`config.mk`:
```
export PLATFORM = sky130hd
export DESIGN_NAME = serial_link_shift_port_flat
export DESIGN_NICKNAME = d
export VERILOG_FILES = /design/src/slsp_pkg.sv /design/src/slsp_if.sv /design/src/slsp_in_reg.sv /design/src/slsp_core.sv /design/src/serial_link_shift_port.sv /design/src/flat_wrapper.sv
export VERILOG_INCLUDE_DIRS = /design/src /design/src/src
export SDC_FILE = /design/constraint.sdc
export NUM_CORES = 1
export LEC_CHECK = 0
export BUFFER_PORTS_ARGS = -buffer_cell sky130_fd_sc_hd__buf_4
export CAP_MARGIN = 10
export CELL_PAD_IN_SITES_DETAIL_PLACEMENT = 0
export CELL_PAD_IN_SITES_GLOBAL_PLACEMENT = 1
export CORE_MARGIN = 1.5
export CORE_UTILIZATION = 25
export CTS_CLUSTER_SIZE = 8
export DETAILED_ROUTE_END_ITERATION = 8
export PLACE_DENSITY = 0.59
export SLEW_MARGIN = 20
export SYNTH_ARGS = -nofsm -noshare
export SYNTH_HDL_FRONTEND = slang
export SYNTH_SLANG_ARGS = --single-unit
```
`constraint.sdc`:
```
create_clock -name i_clk -period 6.3 [get_ports i_clk]
set_input_delay 1.575 -clock i_clk [delete_from_list [all_inputs] [get_ports i_clk]]
set_output_delay 1.575 -clock i_clk [all_outputs]
set_load 0.1 [all_outputs]
```
`src/assert_macros.svh`:
```
// Assertion macros used by the top-level RTL file of the serial link shift port.
`ifndef ASSERT_MACROS_SVH
`define ASSERT_MACROS_SVH

`ifndef SYNTHESIS

// Same-cycle implication, disabled while reset is asserted.
`define SLSP_ASSERT_IMP(label, clk, rst_n, ante, cons, msg) \
    label: assert property (@(posedge clk) disable iff (!(rst_n)) (ante) |-> (cons)) \
        else $error(msg);

// Next-cycle implication, disabled while reset is asserted.
`define SLSP_ASSERT_NXT(label, clk, rst_n, ante, cons, msg) \
    label: assert property (@(posedge clk) disable iff (!(rst_n)) (ante) |=> (cons)) \
        else $error(msg);

`else

`define SLSP_ASSERT_IMP(label, clk, rst_n, ante, cons, msg)
`define SLSP_ASSERT_NXT(label, clk, rst_n, ante, cons, msg)

`endif

`endif

```
`src/slsp_pkg.sv`:
```
// Types and constants of the serial link shift port.
`timescale 1ns / 1ps

package slsp_pkg;

    localparam int CMD_W   = 3;
    localparam int BYTE_W  = 8;
    localparam int CNT_W   = 7;
    localparam int DIV_W   = 8;
    localparam int BCNT_W  = 4;

    localparam int SLOW_DIVIDE_DEF = 128;
    localparam int FAST_DIVIDE_DEF = 4;

    localparam logic [BCNT_W-1:0] BITS_PER_BYTE = 4'd8;

    // Control register layout
    localparam int CTRL_IC_BIT   = 0;
    localparam int CTRL_FAST_BIT = 1;
    localparam int CTRL_EN_BIT   = 7;
    localparam logic [BYTE_W-1:0] CTRL_FILL = 8'h7C;

    typedef enum logic [CMD_W-1:0] {
        CMD_TICK     = 3'd0,
        CMD_WR_CTRL  = 3'd1,
        CMD_RD_CTRL  = 3'd2,
        CMD_WR_DATA  = 3'd3,
        CMD_RD_DATA  = 3'd4
    } t_cmd;

    typedef struct packed {
        logic [CMD_W-1:0]  cmd;
        logic [BYTE_W-1:0] wr_value;
    } t_item;

    typedef struct packed {
        logic [BYTE_W-1:0] rd_value;
        logic              irq_pulse;
        logic              byte_done;
        logic [BYTE_W-1:0] sent_byte;
    } t_result;

endpackage

```
`src/slsp_if.sv`:
```
// Handshake interfaces for the command and result channels.
`timescale 1ns / 1ps

interface slsp_cmd_if;
    logic                          valid;
    logic                          ready;
    logic [slsp_pkg::CMD_W-1:0]    cmd;
    logic [slsp_pkg::BYTE_W-1:0]   wr_value;

    modport source (output valid, output cmd, output wr_value, input ready);
    modport sink   (input valid, input cmd, input wr_value, output ready);
endinterface

interface slsp_res_if;
    logic                          valid;
    logic                          ready;
    logic [slsp_pkg::BYTE_W-1:0]   rd_value;
    logic                          irq_pulse;
    logic                          byte_done;
    logic [slsp_pkg::BYTE_W-1:0]   sent_byte;

    modport source (output valid, output rd_value, output irq_pulse, output byte_done,
                    output sent_byte, input ready);
    modport sink   (input valid, input rd_value, input irq_pulse, input byte_done,
                    input sent_byte, output ready);
endinterface

```
`src/slsp_in_reg.sv`:
```
// Input register stage: captures one command beat and holds it until it moves on.
`timescale 1ns / 1ps

module slsp_in_reg (
    input  logic                i_clk,
    input  logic                i_rst_n,
    input  logic                i_valid,
    input  slsp_pkg::t_item     i_item,
    input  logic                i_advance,
    output logic                o_ready,
    output logic                o_valid,
    output slsp_pkg::t_item     o_item
);

    logic            r_valid;
    slsp_pkg::t_item r_item;

    // Take a beat when the stage is empty or its content moves on this cycle
    assign o_ready = !r_valid || i_advance;

    always_ff @(posedge i_clk) begin
        if (!i_rst_n) begin
            r_valid <= 1'b0;
        end else if (o_ready) begin
            r_valid <= i_valid;
        end
    end

    // Hold the payload while the stage is stalled
    always_ff @(posedge i_clk) begin
        if (o_ready && i_valid) begin
            r_item <= i_item;
        end
    end

    assign o_valid = r_valid;
    assign o_item  = r_item;

endmodule

```
`src/slsp_core.sv`:
```
// Port state and the combinational update that one command beat makes to it.
`timescale 1ns / 1ps

module slsp_core #(
    parameter int SLOW_DIVIDE = slsp_pkg::SLOW_DIVIDE_DEF,
    parameter int FAST_DIVIDE = slsp_pkg::FAST_DIVIDE_DEF
) (
    input  logic                i_clk,
    input  logic                i_rst_n,
    input  logic                i_valid,
    input  slsp_pkg::t_item     i_item,
    output slsp_pkg::t_result   o_result
);

    localparam int DW = slsp_pkg::DIV_W;
    localparam int CW = slsp_pkg::CNT_W;
    localparam int BW = slsp_pkg::BYTE_W;
    localparam int NW = slsp_pkg::BCNT_W;
    localparam logic [DW-1:0] SLOW_DIV = DW'(SLOW_DIVIDE);
    localparam logic [DW-1:0] FAST_DIV = DW'(FAST_DIVIDE);

    logic [CW-1:0] r_cnt,   n_cnt;
    logic          r_fast,  n_fast;
    logic          r_en,    n_en;
    logic          r_ic,    n_ic;
    logic [NW-1:0] r_bits,  n_bits;
    logic [BW-1:0] r_data,  n_data;
    logic [BW-1:0] r_sent,  n_sent;

    logic [DW-1:0] divide;
    logic [DW-1:0] cnt_inc;
    logic          wrap;
    slsp_pkg::t_result res;

    // Prescaler compare against the divide of the current mode
    assign divide  = r_fast ? FAST_DIV : SLOW_DIV;
    assign cnt_inc = {1'b0, r_cnt} + DW'(1);
    assign wrap    = (cnt_inc >= divide);

    // Decode the command and form the next state and the result
    always_comb begin
        n_cnt  = r_cnt;
        n_fast = r_fast;
        n_en   = r_en;
        n_ic   = r_ic;
        n_bits = r_bits;
        n_data = r_data;
        n_sent = r_sent;
        res    = '0;
        case (slsp_pkg::t_cmd'(i_item.cmd))
            slsp_pkg::CMD_TICK: begin
                if (wrap) begin
                    n_cnt = '0;
                    if (r_en && r_ic) begin
                        n_data = {r_data[BW-2:0], 1'b0};
                        n_sent = {r_sent[BW-2:0], r_data[BW-1]};
                        n_bits = r_bits + NW'(1);
                        if (n_bits == slsp_pkg::BITS_PER_BYTE) begin
                            n_en          = 1'b0;
                            res.irq_pulse = 1'b1;
                            res.byte_done = 1'b1;
                            res.sent_byte = n_sent;
                        end
                    end
                end else begin
                    n_cnt = cnt_inc[CW-1:0];
                end
            end
            slsp_pkg::CMD_WR_CTRL: begin
                n_ic   = i_item.wr_value[slsp_pkg::CTRL_IC_BIT];
                n_fast = i_item.wr_value[slsp_pkg::CTRL_FAST_BIT];
                n_en   = i_item.wr_value[slsp_pkg::CTRL_EN_BIT];
                // Restart the transfer when it is armed on the internal clock
                if (n_en && n_ic) begin
                    n_bits = '0;
                    n_sent = '0;
                end
            end
            slsp_pkg::CMD_RD_CTRL: begin
                res.rd_value = slsp_pkg::CTRL_FILL;
                res.rd_value[slsp_pkg::CTRL_EN_BIT]   = r_en;
                res.rd_value[slsp_pkg::CTRL_FAST_BIT] = r_fast;
                res.rd_value[slsp_pkg::CTRL_IC_BIT]   = r_ic;
            end
            slsp_pkg::CMD_WR_DATA: begin
                n_data = i_item.wr_value;
            end
            slsp_pkg::CMD_RD_DATA: begin
                res.rd_value = r_data;
            end
            default: begin
                res = '0;
            end
        endcase
    end

    // Commit the update only for a beat that moves on this cycle
    always_ff @(posedge i_clk) begin
        if (!i_rst_n) begin
            r_cnt  <= '0;
            r_fast <= 1'b0;
            r_en   <= 1'b0;
            r_ic   <= 1'b0;
            r_bits <= '0;
            r_data <= '0;
            r_sent <= '0;
        end else if (i_valid) begin
            r_cnt  <= n_cnt;
            r_fast <= n_fast;
            r_en   <= n_en;
            r_ic   <= n_ic;
            r_bits <= n_bits;
            r_data <= n_data;
            r_sent <= n_sent;
        end
    end

    assign o_result = res;

endmodule

```
`src/serial_link_shift_port.sv`:
```
// Top level of the serial link shift port: input stage, state update and result register.
//
// Usage:
//   i_cmd carries one beat per machine cycle: a tick, a control write or read,
//   or a data write or read (cmd, wr_value). o_res returns exactly one beat for
//   every command beat, in order: rd_value for reads, and irq_pulse, byte_done
//   and sent_byte on the tick that shifts out the eighth bit of a transfer.
//   Path: the accepting edge loads the input register, and the beat moves on
//   into the result register on the edge at which that register frees up.
//   Throughput: one command per cycle unless o_res is held off; the whole state
//   update is combinational in slsp_core (prescaler compare, one-bit shift, bit count).
//   Stall: while o_res is held off, the result register keeps its beat and
//   the input register can still take one more command; i_cmd.ready drops
//   only when both are full.
//   Reset (i_rst_n low, synchronous): both stages empty, prescaler, control
//   bits, bit count, data and sent-bit registers all clear to zero.
`timescale 1ns / 1ps
`include "assert_macros.svh"

module serial_link_shift_port #(
    parameter int SLOW_DIVIDE = slsp_pkg::SLOW_DIVIDE_DEF,
    parameter int FAST_DIVIDE = slsp_pkg::FAST_DIVIDE_DEF
) (
    input  logic           i_clk,
    input  logic           i_rst_n,
    slsp_cmd_if.sink       i_cmd,
    slsp_res_if.source     o_res
);

    slsp_pkg::t_item   in_item;
    slsp_pkg::t_item   st_item;
    logic              st_valid;
    logic              advance;
    slsp_pkg::t_result core_res;

    logic              r_out_valid;
    slsp_pkg::t_result r_out;

    assign in_item.cmd      = i_cmd.cmd;
    assign in_item.wr_value = i_cmd.wr_value;

    // Move a beat out of the input register whenever the result register frees up
    assign advance = !r_out_valid || o_res.ready;

    slsp_in_reg u_in_reg (
        .i_clk     (i_clk),
        .i_rst_n   (i_rst_n),
        .i_valid   (i_cmd.valid),
        .i_item    (in_item),
        .i_advance (advance),
        .o_ready   (i_cmd.ready),
        .o_valid   (st_valid),
        .o_item    (st_item)
    );

    slsp_core #(
        .SLOW_DIVIDE (SLOW_DIVIDE),
        .FAST_DIVIDE (FAST_DIVIDE)
    ) u_core (
        .i_clk    (i_clk),
        .i_rst_n  (i_rst_n),
        .i_valid  (st_valid && advance),
        .i_item   (st_item),
        .o_result (core_res)
    );

    // Result register
    always_ff @(posedge i_clk) begin
        if (!i_rst_n) begin
            r_out_valid <= 1'b0;
        end else if (advance) begin
            r_out_valid <= st_valid;
        end
    end

    always_ff @(posedge i_clk) begin
        if (advance && st_valid) begin
            r_out <= core_res;
        end
    end

    assign o_res.valid     = r_out_valid;
    assign o_res.rd_value  = r_out.rd_value;
    assign o_res.irq_pulse = r_out.irq_pulse;
    assign o_res.byte_done = r_out.byte_done;
    assign o_res.sent_byte = r_out.sent_byte;

    // Checks
    `SLSP_ASSERT_IMP(a_done_is_irq, i_clk, i_rst_n, o_res.valid, o_res.byte_done == o_res.irq_pulse, "byte_done differs from irq_pulse")
    `SLSP_ASSERT_IMP(a_sent_only_done, i_clk, i_rst_n, o_res.valid && !o_res.byte_done, o_res.sent_byte == '0, "sent_byte set without a finished transfer")
    `SLSP_ASSERT_IMP(a_full_blocks, i_clk, i_rst_n, st_valid && o_res.valid && !o_res.ready, !i_cmd.ready, "command taken while both stages are full")
    `SLSP_ASSERT_NXT(a_stage_moves, i_clk, i_rst_n, st_valid && advance, o_res.valid, "staged beat lost on its way to the result register")

endmodule
```
`src/flat_wrapper.sv`:
```
// flat-port wrapper written by rule: the top's interface ports become plain ports
module serial_link_shift_port_flat 
#(
    parameter int SLOW_DIVIDE = slsp_pkg::SLOW_DIVIDE_DEF,
    parameter int FAST_DIVIDE = slsp_pkg::FAST_DIVIDE_DEF
)
  (i_clk, i_rst_n, i_cmd_valid, i_cmd_cmd, i_cmd_wr_value, i_cmd_ready, o_res_valid, o_res_rd_value, o_res_irq_pulse, o_res_byte_done, o_res_sent_byte, o_res_ready);
  slsp_cmd_if i_cmd_i ();
  slsp_res_if o_res_i ();
  input  logic i_clk;
  input  logic i_rst_n;
  input wire logic [$bits(i_cmd_i.valid)-1:0] i_cmd_valid;
  input wire logic [$bits(i_cmd_i.cmd)-1:0] i_cmd_cmd;
  input wire logic [$bits(i_cmd_i.wr_value)-1:0] i_cmd_wr_value;
  output wire logic [$bits(i_cmd_i.ready)-1:0] i_cmd_ready;
  output wire logic [$bits(o_res_i.valid)-1:0] o_res_valid;
  output wire logic [$bits(o_res_i.rd_value)-1:0] o_res_rd_value;
  output wire logic [$bits(o_res_i.irq_pulse)-1:0] o_res_irq_pulse;
  output wire logic [$bits(o_res_i.byte_done)-1:0] o_res_byte_done;
  output wire logic [$bits(o_res_i.sent_byte)-1:0] o_res_sent_byte;
  input wire logic [$bits(o_res_i.ready)-1:0] o_res_ready;
  assign i_cmd_i.valid = i_cmd_valid;
  assign i_cmd_i.cmd = i_cmd_cmd;
  assign i_cmd_i.wr_value = i_cmd_wr_value;
  assign i_cmd_ready = i_cmd_i.ready;
  assign o_res_valid = o_res_i.valid;
  assign o_res_rd_value = o_res_i.rd_value;
  assign o_res_irq_pulse = o_res_i.irq_pulse;
  assign o_res_byte_done = o_res_i.byte_done;
  assign o_res_sent_byte = o_res_i.sent_byte;
  assign o_res_i.ready = o_res_ready;
  serial_link_shift_port #(.SLOW_DIVIDE(SLOW_DIVIDE), .FAST_DIVIDE(FAST_DIVIDE)) u_core (.i_clk(i_clk), .i_rst_n(i_rst_n), .i_cmd(i_cmd_i), .o_res(o_res_i));
endmodule
```
==> run metrics <==
Port Buffers 34; FF-to-FF path depth 8; WP data arrival 2.22 ns; leakage 0.00114 uW; register area 1460 sq um; std cell rows 37; fraction of layout cells with a size suffix above 1 21.1%; diode count 0; syn nets 279; final worst-path cycle share 60.3%; Fillers 1116; Seq/Total Area, Yosys 54.4%; EDFF count, synth 28; crit path from o_res_ready; placed cell area 3050 sq um; setup TNS 0 ns; yosys warns 0; clock tree from TritonCTS built; Die Span Y 107 microns; Clock transition at path regs 0.07 ns; Resize count post-CTS 0; clock sinks 59; CTS Buf Count 9; Power Dens Cells 269 nW/um^2; final cell count without fillers 434; Max Slew Vio Count 0; Layout area overhead 21.2%; CTS Hold Bufs 0; worst reg-to-reg setup slack 3.71 ns; DR pass1 iterations 4; hpwl dp 4000 microns; Synth top area share 31.3%; Clock Path Buffers 2; main flop type after synthesis dfxtp_1; RSZ-0062 raised after global routing false; Crit path top cell by count buf_4; Antenna Nets Post-Route 0; mapped cell area 2690 sq um; area occupied by multi-input gates 1120 sq um; first-pass GRT wire length 9560 microns; Max Clock Freq 0.263 GHz; WL final 5790 microns; VDD IR max 0.137 mV; overall global routing resource usage 11.0%; worst-margin pin slew 0.891 ns; Die W 107 microns; core area 10400 sq um; Placer Congestion 0.783; number of remaining DRC errors 0; relative slew slack 40.1%; Synth Area per Inst 10.3 sq um; critical path class in -> out; number of synthesized register bits 59; crit path to i_cmd_ready; Vias/cell 4.72; worst hold path type reg -> reg; top cells by area, synth edfxtp_1, dfxtp_1, nand2_1; commonest non-fill, non-tap cell in the layout buf_4; gr ovfl total 0; Starting Density 25.9%; Clock Latency Late Sink 0.34 ns; crit path cell chain buf_4, nor2b_1, nand2_1, buf_4; post-synth top area cell edfxtp_1; reg2reg end u_core.u_core.r_data[6]; Die Area 11400 sq um; required time worst endpoint 4.72 ns; setup bufs post-CTS 0; Final min period 3.80 ns; Layout Skew 0.00719 ns; vias in the first global route 1869; most frequent cells in the layout buf_4, dfxtp_1, nand2_1, edfxtp_1, nor2_1; # nets final 312; worst-path cell with the longest stage delay buf_4; Top Ports 35; final hold vios 0; Critical Path Fanout Max 4; mean routed wirelength per cell 13.3 microns; crit path launch type primary input; CP peak stage delay 0.24 ns; initial antenna violation count 0; drt first-iter violations 94; largest net degree at the start of global routing 20; R2R Path Start u_core.u_core.r_cnt[0]; Netlist cell types 53; via count 2049; CTS HTree Levels 3; asr flop ratio synth 0%; crit end category output port; Mapped Cells 260; max-cap viol count 0; clock root cell clkbuf_8; cell area after layout 3260 sq um; status finished clean; Final Setup Violations 0; Inst Count DP 418
layout make-up:
cell class              count  share of cell area, %
repair buffers             34                   7.83
clock inverters             5                   2.38
multi-input cells         179                   34.5
clock buffers              11                   4.03
well taps                 136                   5.22
inverters                  10                   1.15
flip-flops and latches     59                   44.9
cell usage after synthesis (2+ instances only):
cell	number
nor4_1	3
a21o_1	5
nand3_1	18
and2_1	9
buf_6	2
or3_1	2
nor2_1	20
o21ai_4	2
a22oi_1	3
o21ai_0	13
o21ai_1	2
a21oi_1	14
inv_1	9
and3_4	2
edfxtp_1	28
xor2_1	3
clkbuf_1	6
mux2i_1	2
o31ai_1	2
dfxtp_1	31
buf_1	2
a221oi_1	7
nor2b_1	3
ha_1	4
nand2_1	30
xnor2_1	2
nand2b_1	2
o22ai_1	9
metrics by stage:
step | total power [uW] | setup WS (ns) | util, % | hold slack (ns)
6_report | 876 | 2.50 | 31.4 | 0.448
5_1_grt | 911 | 2.43 | 31.4 | 0.465
2_1_floorplan | 494 | 2.39 | - | 0.424
3_5_place_dp | 517 | 2.50 | 29.4 | 0.438
3_3_place_gp | 517 | 2.52 | 29.4 | 0.436
4_1_cts | 887 | 2.50 | 31.4 | 0.450
power by group:
part	internal, uW	switching [uW]
clock network	222	147
registers	413	8.35
logic	20.1	66.2
total	655	221
kinds of logic after synthesis:
family	Yosys count	synth area share, %
xor+xnor	5	1.63
mux	2	0.745
simple gates	102	20.1
compound gates	66	17.5
fa+ha+maj	4	1.86
flops	59	54.4
buf+inv	22	3.82
registers in the layout (all words and copies together) (netlist names):
name	count
u_core.o_res.sent_byte	8
u_core.u_core.r_cnt	7
u_core.u_core.r_sent	7
u_core.u_in_reg.o_item	11
u_core.u_core.r_fast	1
u_core.o_res.rd_value	8
u_core.u_core.r_en	1
u_core.u_core.r_bits	4
u_core.u_core.r_ic	1
u_core.u_core.r_data	8
u_core.u_in_reg.o_valid	1
u_core.o_res.valid	1
u_core.o_res.byte_done	1
per-layer routing:
layer	wire, microns	track usage [%]	up-vias	share of wire (%)
li1	-	-	1024	-
met1	2900	15.3	958	50
met2	2480	15.8	54	43
met3	294	3.10	13	5.1
met4	108	4.86	0	1.9
met5	0	0	-	0
worst max-delay path: cells and delay by family:
family,cells,cell delay [ns]
buf+inv,2,0.35
simple gates,2,0.30
worst min path at each step:
stage / from / cells past startpoint / to
2_1_floorplan: u_core.u_core.r_sent[6] / 2 / u_core.u_core.r_sent[6]
3_3_place_gp: u_core.u_core.r_sent[6] / 2 / u_core.u_core.r_sent[6]
3_5_place_dp: u_core.u_core.r_sent[6] / 2 / u_core.u_core.r_sent[6]
4_1_cts: u_core.u_core.r_sent[6] / 2 / u_core.u_core.r_sent[6]
5_1_grt: u_core.u_core.r_sent[6] / 2 / u_core.u_core.r_sent[6]
6_report: u_core.u_core.r_sent[6] / 2 / u_core.u_core.r_sent[6]
Note: power is estimated with default switching activity, not from simulation.
